### src/design/pcodec_pkg.sv
package pcodec_pkg;

  // Default number of jobs buffered between the front and the back.
  localparam int unsigned QueueDepthDef = 2;

  // Maximum result bytes produced by one source byte.
  localparam int unsigned MaxBytes = 3;

  localparam logic [7:0] PctChar = 8'h25;

  typedef enum logic {
    MODE_ENCODE = 1'b0,
    MODE_DECODE = 1'b1
  } codec_mode_e;

  typedef enum logic [1:0] {
    PH_IDLE = 2'd0,
    PH_PCT  = 2'd1,
    PH_HEX  = 2'd2
  } decode_phase_e;

  // One job: the result bytes caused by one source byte, in order.
  typedef struct packed {
    logic [MaxBytes-1:0][7:0] bytes;
    logic [1:0]               cnt;
    logic                     last;
  } job_t;

  // Returns {is_hex, nibble value}.
  function automatic logic [4:0] hex_decode(logic [7:0] c);
    logic [4:0] r;
    begin
      case (c) inside
        [8'h30:8'h39]:               r = {1'b1, c[3:0]};
        [8'h41:8'h46], [8'h61:8'h66]: r = {1'b1, c[3:0] + 4'd9};
        default:                     r = 5'd0;
      endcase
      return r;
    end
  endfunction

  function automatic logic is_alnum(logic [7:0] c);
    logic r;
    begin
      case (c) inside
        [8'h30:8'h39], [8'h41:8'h5A], [8'h61:8'h7A]: r = 1'b1;
        default:                                     r = 1'b0;
      endcase
      return r;
    end
  endfunction

  // Upper-case ASCII hex digit for a nibble.
  function automatic logic [7:0] hex_char(logic [3:0] nib);
    logic [7:0] r;
    begin
      if (nib < 4'd10) begin
        r = {4'h3, nib};
      end else begin
        r = 8'h37 + {4'h0, nib};
      end
      return r;
    end
  endfunction

endpackage

### src/design/percent_codec.sv
// A byte's first result beat is registered in the job queue, then in the output register.
// Throughput: one source byte per cycle while each byte yields at most one result and the
// receiver is ready; the back end drains one result beat per cycle while it is ready.
// Reset: asynchronous, active low; selects encode mode, clears the decode state, the job
// queue and the output valid flag.
module percent_codec
  import pcodec_pkg::*;
#(
  parameter int unsigned QueueDepth = QueueDepthDef
) (
  input  logic       clk_i,
  input  logic       rst_ni,
  input  logic       codec_mode_we_i,
  input  logic       codec_mode_i,
  input  logic       in_valid_i,
  output logic       in_ready_o,
  input  logic [7:0] data_byte_i,
  input  logic       last_byte_i,
  output logic       out_valid_o,
  input  logic       out_ready_i,
  output logic [7:0] out_byte_o,
  output logic       last_out_o
);

  // The front end classifies each source byte and turns it into a job that lists its
  // result bytes. It holds the mode register and the decode state, so a byte is fully
  // judged in the cycle it is accepted. Bytes that produce nothing, such as a '%' that
  // opens an escape, are consumed without a job.
  logic push_valid, push_ready;
  job_t push_job;

  // The back end pulls jobs from the queue and sends their bytes one beat at a time
  // through an output register, so the front end keeps accepting until the queue fills.
  logic pop_valid, pop_ready;
  job_t pop_job;

  pcodec_front u_front (
    .clk_i          (clk_i),
    .rst_ni         (rst_ni),
    .codec_mode_we_i(codec_mode_we_i),
    .codec_mode_i   (codec_mode_i),
    .in_valid_i     (in_valid_i),
    .in_ready_o     (in_ready_o),
    .data_byte_i    (data_byte_i),
    .last_byte_i    (last_byte_i),
    .push_valid_o   (push_valid),
    .push_job_o     (push_job),
    .push_ready_i   (push_ready)
  );

  pcodec_queue #(
    .Depth(QueueDepth)
  ) u_queue (
    .clk_i       (clk_i),
    .rst_ni      (rst_ni),
    .push_valid_i(push_valid),
    .push_ready_o(push_ready),
    .push_job_i  (push_job),
    .pop_valid_o (pop_valid),
    .pop_ready_i (pop_ready),
    .pop_job_o   (pop_job)
  );

  pcodec_back u_back (
    .clk_i      (clk_i),
    .rst_ni     (rst_ni),
    .job_valid_i(pop_valid),
    .job_ready_o(pop_ready),
    .job_i      (pop_job),
    .out_valid_o(out_valid_o),
    .out_ready_i(out_ready_i),
    .out_byte_o (out_byte_o),
    .last_out_o (last_out_o)
  );

  // A last byte always leaves at least one result, so it must always produce a job.
  a_last_makes_job : assert property (@(posedge clk_i) disable iff (!rst_ni)
    (in_valid_i && in_ready_o && last_byte_i) |-> push_valid)
    else $error("last byte accepted without a job");

  // The back end relies on every queued job holding at least one byte.
  a_job_not_empty : assert property (@(posedge clk_i) disable iff (!rst_ni)
    pop_valid |-> (pop_job.cnt != 2'd0))
    else $error("empty job in queue");

  // Every three-byte job, such as an escaped byte in encode mode, starts with a '%'.
  a_escape_len : assert property (@(posedge clk_i) disable iff (!rst_ni)
    (push_valid && (push_job.cnt == 2'd3) && (push_job.bytes[0] != PctChar)) |-> 1'b0)
    else $error("three-byte job does not start with percent");

endmodule

### src/design/pcodec_front.sv
module pcodec_front
  import pcodec_pkg::*;
(
  input  logic       clk_i,
  input  logic       rst_ni,
  input  logic       codec_mode_we_i,
  input  logic       codec_mode_i,
  input  logic       in_valid_i,
  output logic       in_ready_o,
  input  logic [7:0] data_byte_i,
  input  logic       last_byte_i,
  output logic       push_valid_o,
  output job_t       push_job_o,
  input  logic       push_ready_i
);

  codec_mode_e   mode_q;
  decode_phase_e phase_q, phase_d;
  logic [7:0]    held_q, held_d;

  job_t       job;
  logic [1:0] n;
  logic       rejudge;
  logic [4:0] hv;
  logic [4:0] hi;
  logic       accept;

  assign in_ready_o = push_ready_i;
  assign accept     = in_valid_i && push_ready_i;

  always_comb begin
    phase_d = phase_q;
    held_d  = held_q;
    job     = '0;
    n       = 2'd0;
    rejudge = 1'b0;
    hv      = hex_decode(data_byte_i);
    hi      = hex_decode(held_q);

    if (mode_q == MODE_ENCODE) begin
      if (is_alnum(data_byte_i)) begin
        job.bytes[0] = data_byte_i;
        n = 2'd1;
      end else begin
        job.bytes[0] = PctChar;
        job.bytes[1] = hex_char(data_byte_i[7:4]);
        job.bytes[2] = hex_char(data_byte_i[3:0]);
        n = 2'd3;
      end
    end else begin
      case (phase_q)
        PH_PCT: begin
          if (hv[4]) begin
            held_d  = data_byte_i;
            phase_d = PH_HEX;
          end else begin
            job.bytes[n] = PctChar;
            n = n + 2'd1;
            phase_d = PH_IDLE;
            rejudge = 1'b1;
          end
        end
        PH_HEX: begin
          if (hv[4]) begin
            job.bytes[n] = {hi[3:0], hv[3:0]};
            n = n + 2'd1;
            phase_d = PH_IDLE;
          end else begin
            job.bytes[n] = PctChar;
            n = n + 2'd1;
            job.bytes[n] = held_q;
            n = n + 2'd1;
            phase_d = PH_IDLE;
            rejudge = 1'b1;
          end
        end
        default: begin
          phase_d = PH_IDLE;
          rejudge = 1'b1;
        end
      endcase

      if (rejudge) begin
        if (data_byte_i == PctChar) begin
          phase_d = PH_PCT;
        end else begin
          job.bytes[n] = data_byte_i;
          n = n + 2'd1;
        end
      end

      // End of string: pending characters go out raw.
      if (last_byte_i) begin
        if (phase_d == PH_PCT) begin
          job.bytes[n] = PctChar;
          n = n + 2'd1;
        end else if (phase_d == PH_HEX) begin
          job.bytes[n] = PctChar;
          n = n + 2'd1;
          job.bytes[n] = held_d;
          n = n + 2'd1;
        end
        phase_d = PH_IDLE;
      end
    end

    job.cnt  = n;
    job.last = last_byte_i;
  end

  assign push_valid_o = in_valid_i && (n != 2'd0);
  assign push_job_o   = job;

  always_ff @(posedge clk_i or negedge rst_ni) begin
    if (!rst_ni) begin
      mode_q  <= MODE_ENCODE;
      phase_q <= PH_IDLE;
      held_q  <= 8'd0;
    end else if (codec_mode_we_i) begin
      mode_q  <= codec_mode_e'(codec_mode_i);
      phase_q <= PH_IDLE;
      held_q  <= 8'd0;
    end else if (accept && (mode_q == MODE_DECODE)) begin
      phase_q <= phase_d;
      held_q  <= held_d;
    end
  end

endmodule

### src/design/pcodec_queue.sv
module pcodec_queue
  import pcodec_pkg::*;
#(
  parameter int unsigned Depth = QueueDepthDef
) (
  input  logic clk_i,
  input  logic rst_ni,
  input  logic push_valid_i,
  output logic push_ready_o,
  input  job_t push_job_i,
  output logic pop_valid_o,
  input  logic pop_ready_i,
  output job_t pop_job_o
);

  localparam int unsigned PtrW = (Depth > 1) ? $clog2(Depth) : 1;
  localparam int unsigned CntW = $clog2(Depth + 1);

  job_t            mem_q [Depth];
  logic [PtrW-1:0] wr_ptr_q, wr_ptr_d, rd_ptr_q, rd_ptr_d;
  logic [CntW-1:0] cnt_q, cnt_d;
  logic            push, pop;

  assign push_ready_o = (cnt_q != CntW'(Depth));
  assign pop_valid_o  = (cnt_q != '0);
  assign pop_job_o    = mem_q[rd_ptr_q];

  assign push = push_valid_i && push_ready_o;
  assign pop  = pop_valid_o && pop_ready_i;

  always_comb begin
    wr_ptr_d = wr_ptr_q;
    rd_ptr_d = rd_ptr_q;
    cnt_d    = cnt_q;
    if (push) begin
      wr_ptr_d = (wr_ptr_q == PtrW'(Depth - 1)) ? '0 : wr_ptr_q + 1'b1;
    end
    if (pop) begin
      rd_ptr_d = (rd_ptr_q == PtrW'(Depth - 1)) ? '0 : rd_ptr_q + 1'b1;
    end
    if (push && !pop) begin
      cnt_d = cnt_q + 1'b1;
    end else if (pop && !push) begin
      cnt_d = cnt_q - 1'b1;
    end
  end

  always_ff @(posedge clk_i or negedge rst_ni) begin
    if (!rst_ni) begin
      wr_ptr_q <= '0;
      rd_ptr_q <= '0;
      cnt_q    <= '0;
    end else begin
      wr_ptr_q <= wr_ptr_d;
      rd_ptr_q <= rd_ptr_d;
      cnt_q    <= cnt_d;
    end
  end

  always_ff @(posedge clk_i) begin
    if (push) begin
      mem_q[wr_ptr_q] <= push_job_i;
    end
  end

endmodule

### src/design/pcodec_back.sv
module pcodec_back
  import pcodec_pkg::*;
(
  input  logic       clk_i,
  input  logic       rst_ni,
  input  logic       job_valid_i,
  output logic       job_ready_o,
  input  job_t       job_i,
  output logic       out_valid_o,
  input  logic       out_ready_i,
  output logic [7:0] out_byte_o,
  output logic       last_out_o
);

  logic [1:0] idx_q, idx_d;
  logic       out_valid_q, out_valid_d;
  logic [7:0] out_byte_q;
  logic       last_out_q;
  logic       load, final_byte;

  // The output register takes a new beat when it is empty or being drained.
  assign load       = job_valid_i && (!out_valid_q || out_ready_i);
  assign final_byte = (idx_q == job_i.cnt - 2'd1);
  assign job_ready_o = load && final_byte;

  always_comb begin
    idx_d       = idx_q;
    out_valid_d = out_valid_q;
    if (out_valid_q && out_ready_i) begin
      out_valid_d = 1'b0;
    end
    if (load) begin
      out_valid_d = 1'b1;
      idx_d       = final_byte ? 2'd0 : idx_q + 2'd1;
    end
  end

  always_ff @(posedge clk_i or negedge rst_ni) begin
    if (!rst_ni) begin
      idx_q       <= 2'd0;
      out_valid_q <= 1'b0;
    end else begin
      idx_q       <= idx_d;
      out_valid_q <= out_valid_d;
    end
  end

  always_ff @(posedge clk_i) begin
    if (load) begin
      out_byte_q <= job_i.bytes[idx_q];
      last_out_q <= job_i.last && final_byte;
    end
  end

  assign out_valid_o = out_valid_q;
  assign out_byte_o  = out_byte_q;
  assign last_out_o  = last_out_q;

endmodule

### config.mk
export PLATFORM = sky130hd
export DESIGN_NAME = percent_codec
export DESIGN_NICKNAME = d
export VERILOG_FILES = /design/src/design/pcodec_pkg.sv /design/src/design/percent_codec.sv /design/src/design/pcodec_front.sv /design/src/design/pcodec_queue.sv /design/src/design/pcodec_back.sv
export SDC_FILE = /design/constraint.sdc
export NUM_CORES = 1
export LEC_CHECK = 0
export ABC_AREA = 1
export BUFFER_PORTS_ARGS = -buffer_cell sky130_fd_sc_hd__buf_4
export CORE_MARGIN = 5
export CORE_UTILIZATION = 47
export CTS_CLUSTER_DIAMETER = 40
export DETAILED_ROUTE_END_ITERATION = 12
export PLACE_DENSITY_LB_ADDON = 0.3
export SYNTH_ARGS = -nofsm -noshare
export SYNTH_HDL_FRONTEND = slang
export SYNTH_SLANG_ARGS = --single-unit
### constraint.sdc
create_clock -name clk_i -period 4 [get_ports clk_i]
set_clock_uncertainty 0.15 [all_clocks]
set_input_delay 0.8 -clock clk_i [delete_from_list [all_inputs] [get_ports clk_i]]
set_output_delay 0.8 -clock clk_i [all_outputs]
set_load 0.05 [all_outputs]
==> results.txt <==
Least-Margin Pin Slew = 0.736 ns
CP arrival = 4.00 ns
Largest area contributor in the netlist = edfxtp_1
Diode count = 0
Crit Path Class = input port to flop
P_int = 1.91 mW
Crit path launch type = input port
Sw Share = 39.2%
Initial DRC Count = 382
Final Cycle Share = 97.7%
Skew-Pair Late Insertion Delay = 0.34 ns
Ys async rst share = 22.2%
Routed Antenna Nets = 0
Die ar. = 13,000 um2
Most frequent cell after synthesis = nand2_1
YS warnings = 0
Post-Synth XOR/XNOR Area = 1.55%
Non-Filler Instances = 816
CTS Buffer Depth = 2
Hold WS = 0.152 ns
Worst IR Drop VDD = 0.000342 V
Post-Synth Adder-Cell Area = 5.67%
Vias in the first global route = 4,287
Vias = 4,449
Minimum clock period = 3.91 ns
Worst-path clk slew = 0.09 ns
DP HPWL = 10.4 mm
Avg Inst Size Synth = 8.58 um2
Fill cell count = 946
Hold Buf Count CTS = 0
Starting density of the core = 47.5%
Post-synthesis compound-gate area fraction = 15.6%
Hold Vio Cnt, Final = 0
Total chip power = 3.14 mW
Psw = 1.23 mW
Hold crit path type = input port to async pin
Combinational share of power = 39.5%
DRT Pass-1 Iters = 5
CP max-delay cell = ha_4
CTS buffer count = 9
Core area = 10,700 um2
FF+latch count, synth = 81
Initial antenna violation count = 0
Vias per inst = 5.45
Clk pwr share = 19.5%
Share of the synthesized area in the top cell type = 37.2%
Slew Viols, Final = 0
GRT Resource Usage Total = 21.4%
WP data required = 4.09 ns
CTS tree = yes
Synth top area cells = edfxtp_1 37%, nand2_1 10%, dfrtp_1 8.9%
Fmax = 0.256 GHz
Crit path top cell by count = ha_4
Io pins = 26
Placer Congestion = 0.953
WL per Instance = 16.7 um
Post-synthesis mux area share = 0.197%
Clk root buf = clkbuf_8
Status = completed
Top_reg_cell synth = edfxtp_1
DRC violations left = 0
Final setup violation count = 0
Netlist cell types = 43
Layout area overhead = 22.7%
Relative slew slack = 50.9%
Synth cell count leaders = 138 x nand2_1, 63 x edfxtp_1, 59 x o21ai_0
Die Height = 114 um
Syn Nets = 630
Final nets = 709
Synth Cell Area = 5080 um2
Post-synthesis simple-gate area fraction = 23.7%
Total routed wirelength = 13.6 mm
DP Cell Count = 794
Setup TNS = 0 ns
Critical Path Sink Type = flop
Seq/Total Area, Yosys = 46.1%
Port-buffer cells = 25
Cells after Synth = 592
Seq pwr share = 41.0%
Max-Cap Viols = 0
CP Max Fanout = 4
Pin count of the biggest net entering global routing = 28
Largest family of logic cells by synthesized area = simple AND/OR/NAND/NOR gates
Unrepaired setup endpoints after global routing = yes
First-pass GRT wire length = 21.9 mm
Power Density = 504 nW/um2
H-tree levels = 3
Die width = 114 um
Num Clock Sinks = 81
Share of cells above drive strength 1 = 26.2%
Std-Cell Rows = 38
Remaining global-route overflow = 0
Leakage = 2.60 nW
Largest stage delay, worst path = 0.25 ns
Post-synth EDFFs = 63
-- sequential cells by signal, summed over array words and instances, names as in the netlist --
| signal | cells |
|---|---|
| u_back.idx_q | 2 |
| u_back.last_out_o | 1 |
| u_back.out_byte_o | 8 |
| u_back.out_valid_o | 1 |
| u_front.held_q | 8 |
| u_front.mode_q | 1 |
| u_front.phase_q | 2 |
| u_queue.cnt_q | 2 |
| u_queue.mem_q | 54 |
| u_queue.rd_ptr_q | 1 |
| u_queue.wr_ptr_q | 1 |
-- area by class of cell --
cell class	count	area, um2	area share (%)
sequential	81	2340	37.6
inverter	61	251	4.03
clock inverter	7	77.6	1.24
timing repair buffer	89	701	11.2
tap	140	175	2.81
clock buffer	9	124	1.99
multi-input combinational	429	2560	41.1
-- cells in the final DEF, fill, tap and decap left out, types with 6 or more instances in the layout --
cell and count:
a21oi_1 29, inv_1 44, xor2_1 8, inv_2 8
o21ai_0 58, ha_1 15, nand3_1 30, nand2_1 133
clkbuf_8 9, nand2_2 8, o211ai_1 6, nand2_4 8
o32ai_1 8, nor2_4 8, ha_4 8, dfrtp_1 18
buf_4 86, edfxtp_1 63, nor2_1 49, o22ai_1 16
-- final timing paths --
| kind | from | endpoint | slack [ns] | cells past startpoint |
|---|---|---|---|---|
| max in group asynchronous | rst_ni | u_front.held_q[6] | 3.34 | 1 |
| min in group clk_i | u_queue.cnt_q[0] | u_queue.cnt_q[0] | 0.32 | 1 |
| worst min-delay path | rst_ni | u_back.idx_q[0] | 0.15 | 1 |
| worst max register to register | u_front.phase_q[0] | u_queue.cnt_q[1] | 0.67 | 21 |
| worst min register to register | u_queue.cnt_q[0] | u_queue.cnt_q[0] | 0.32 | 1 |
| worst max-delay path | data_byte_i[4] | u_queue.cnt_q[1] | 0.09 | 29 |
-- power groups by stage --
stage          Combinational (mW)  Sequential (mW)  Clock, mW
2_1_floorplan               0.672             1.44          0
4_1_cts                      1.21             1.29      0.625
5_1_grt                      1.36             1.32      0.660
3_3_place_gp                 1.16             1.30          0
3_5_place_dp                 1.20             1.31          0
6_report                     1.24             1.29      0.612
-- stage by stage --
step / setup slack (ns) / cell area [um2] / util [%]
floorplan: -0.0968 / 5240 / -
global placement: -0.242 / 5930 / 55.4
detailed placement: -0.407 / 5930 / 55.4
CTS: 0.00394 / 6130 / 57.3
global route: -0.0826 / 6230 / 58.3
finish: 0.0908 / 6230 / 58.3
-- kinds of logic (layout without fill, tap and decap cells) --
kind of cell	after synthesis	after routing
and+or+nand+nor	261	261
xor gates and xnor gates	9	9
buffers and inverters	82	166
AOI/OAI and AO/OA	135	135
adders and majority gates	23	23
muxes	1	1
DFF	81	81
-- worst max-delay path: cells and delay by family --
kind            cells  cell delay [ns]
xor+xnor            1             0.16
compound gates      2             0.19
simple gates       17             1.52
buf+inv             5             0.41
fa+ha+maj           4             0.92
-- repair_timing --
item,CTS,global route
pin swaps,0,18
setup buffers,0,6
endpoints found under the setup margin,1,29
resized for setup,1,15
hold endpoints to repair,0,0
-- metal layers --
layer	global-route usage [%]	share of wire [%]	up-vias	wire length [um]
met3	2.71	5.3	27	720
met5	0	0	-	0
met4	8.95	3.5	0	473
met1	27.7	42	2097	5710
met2	36.3	49	147	6730
li1	-	-	2178	-
Power figures use the tool's default switching activity.
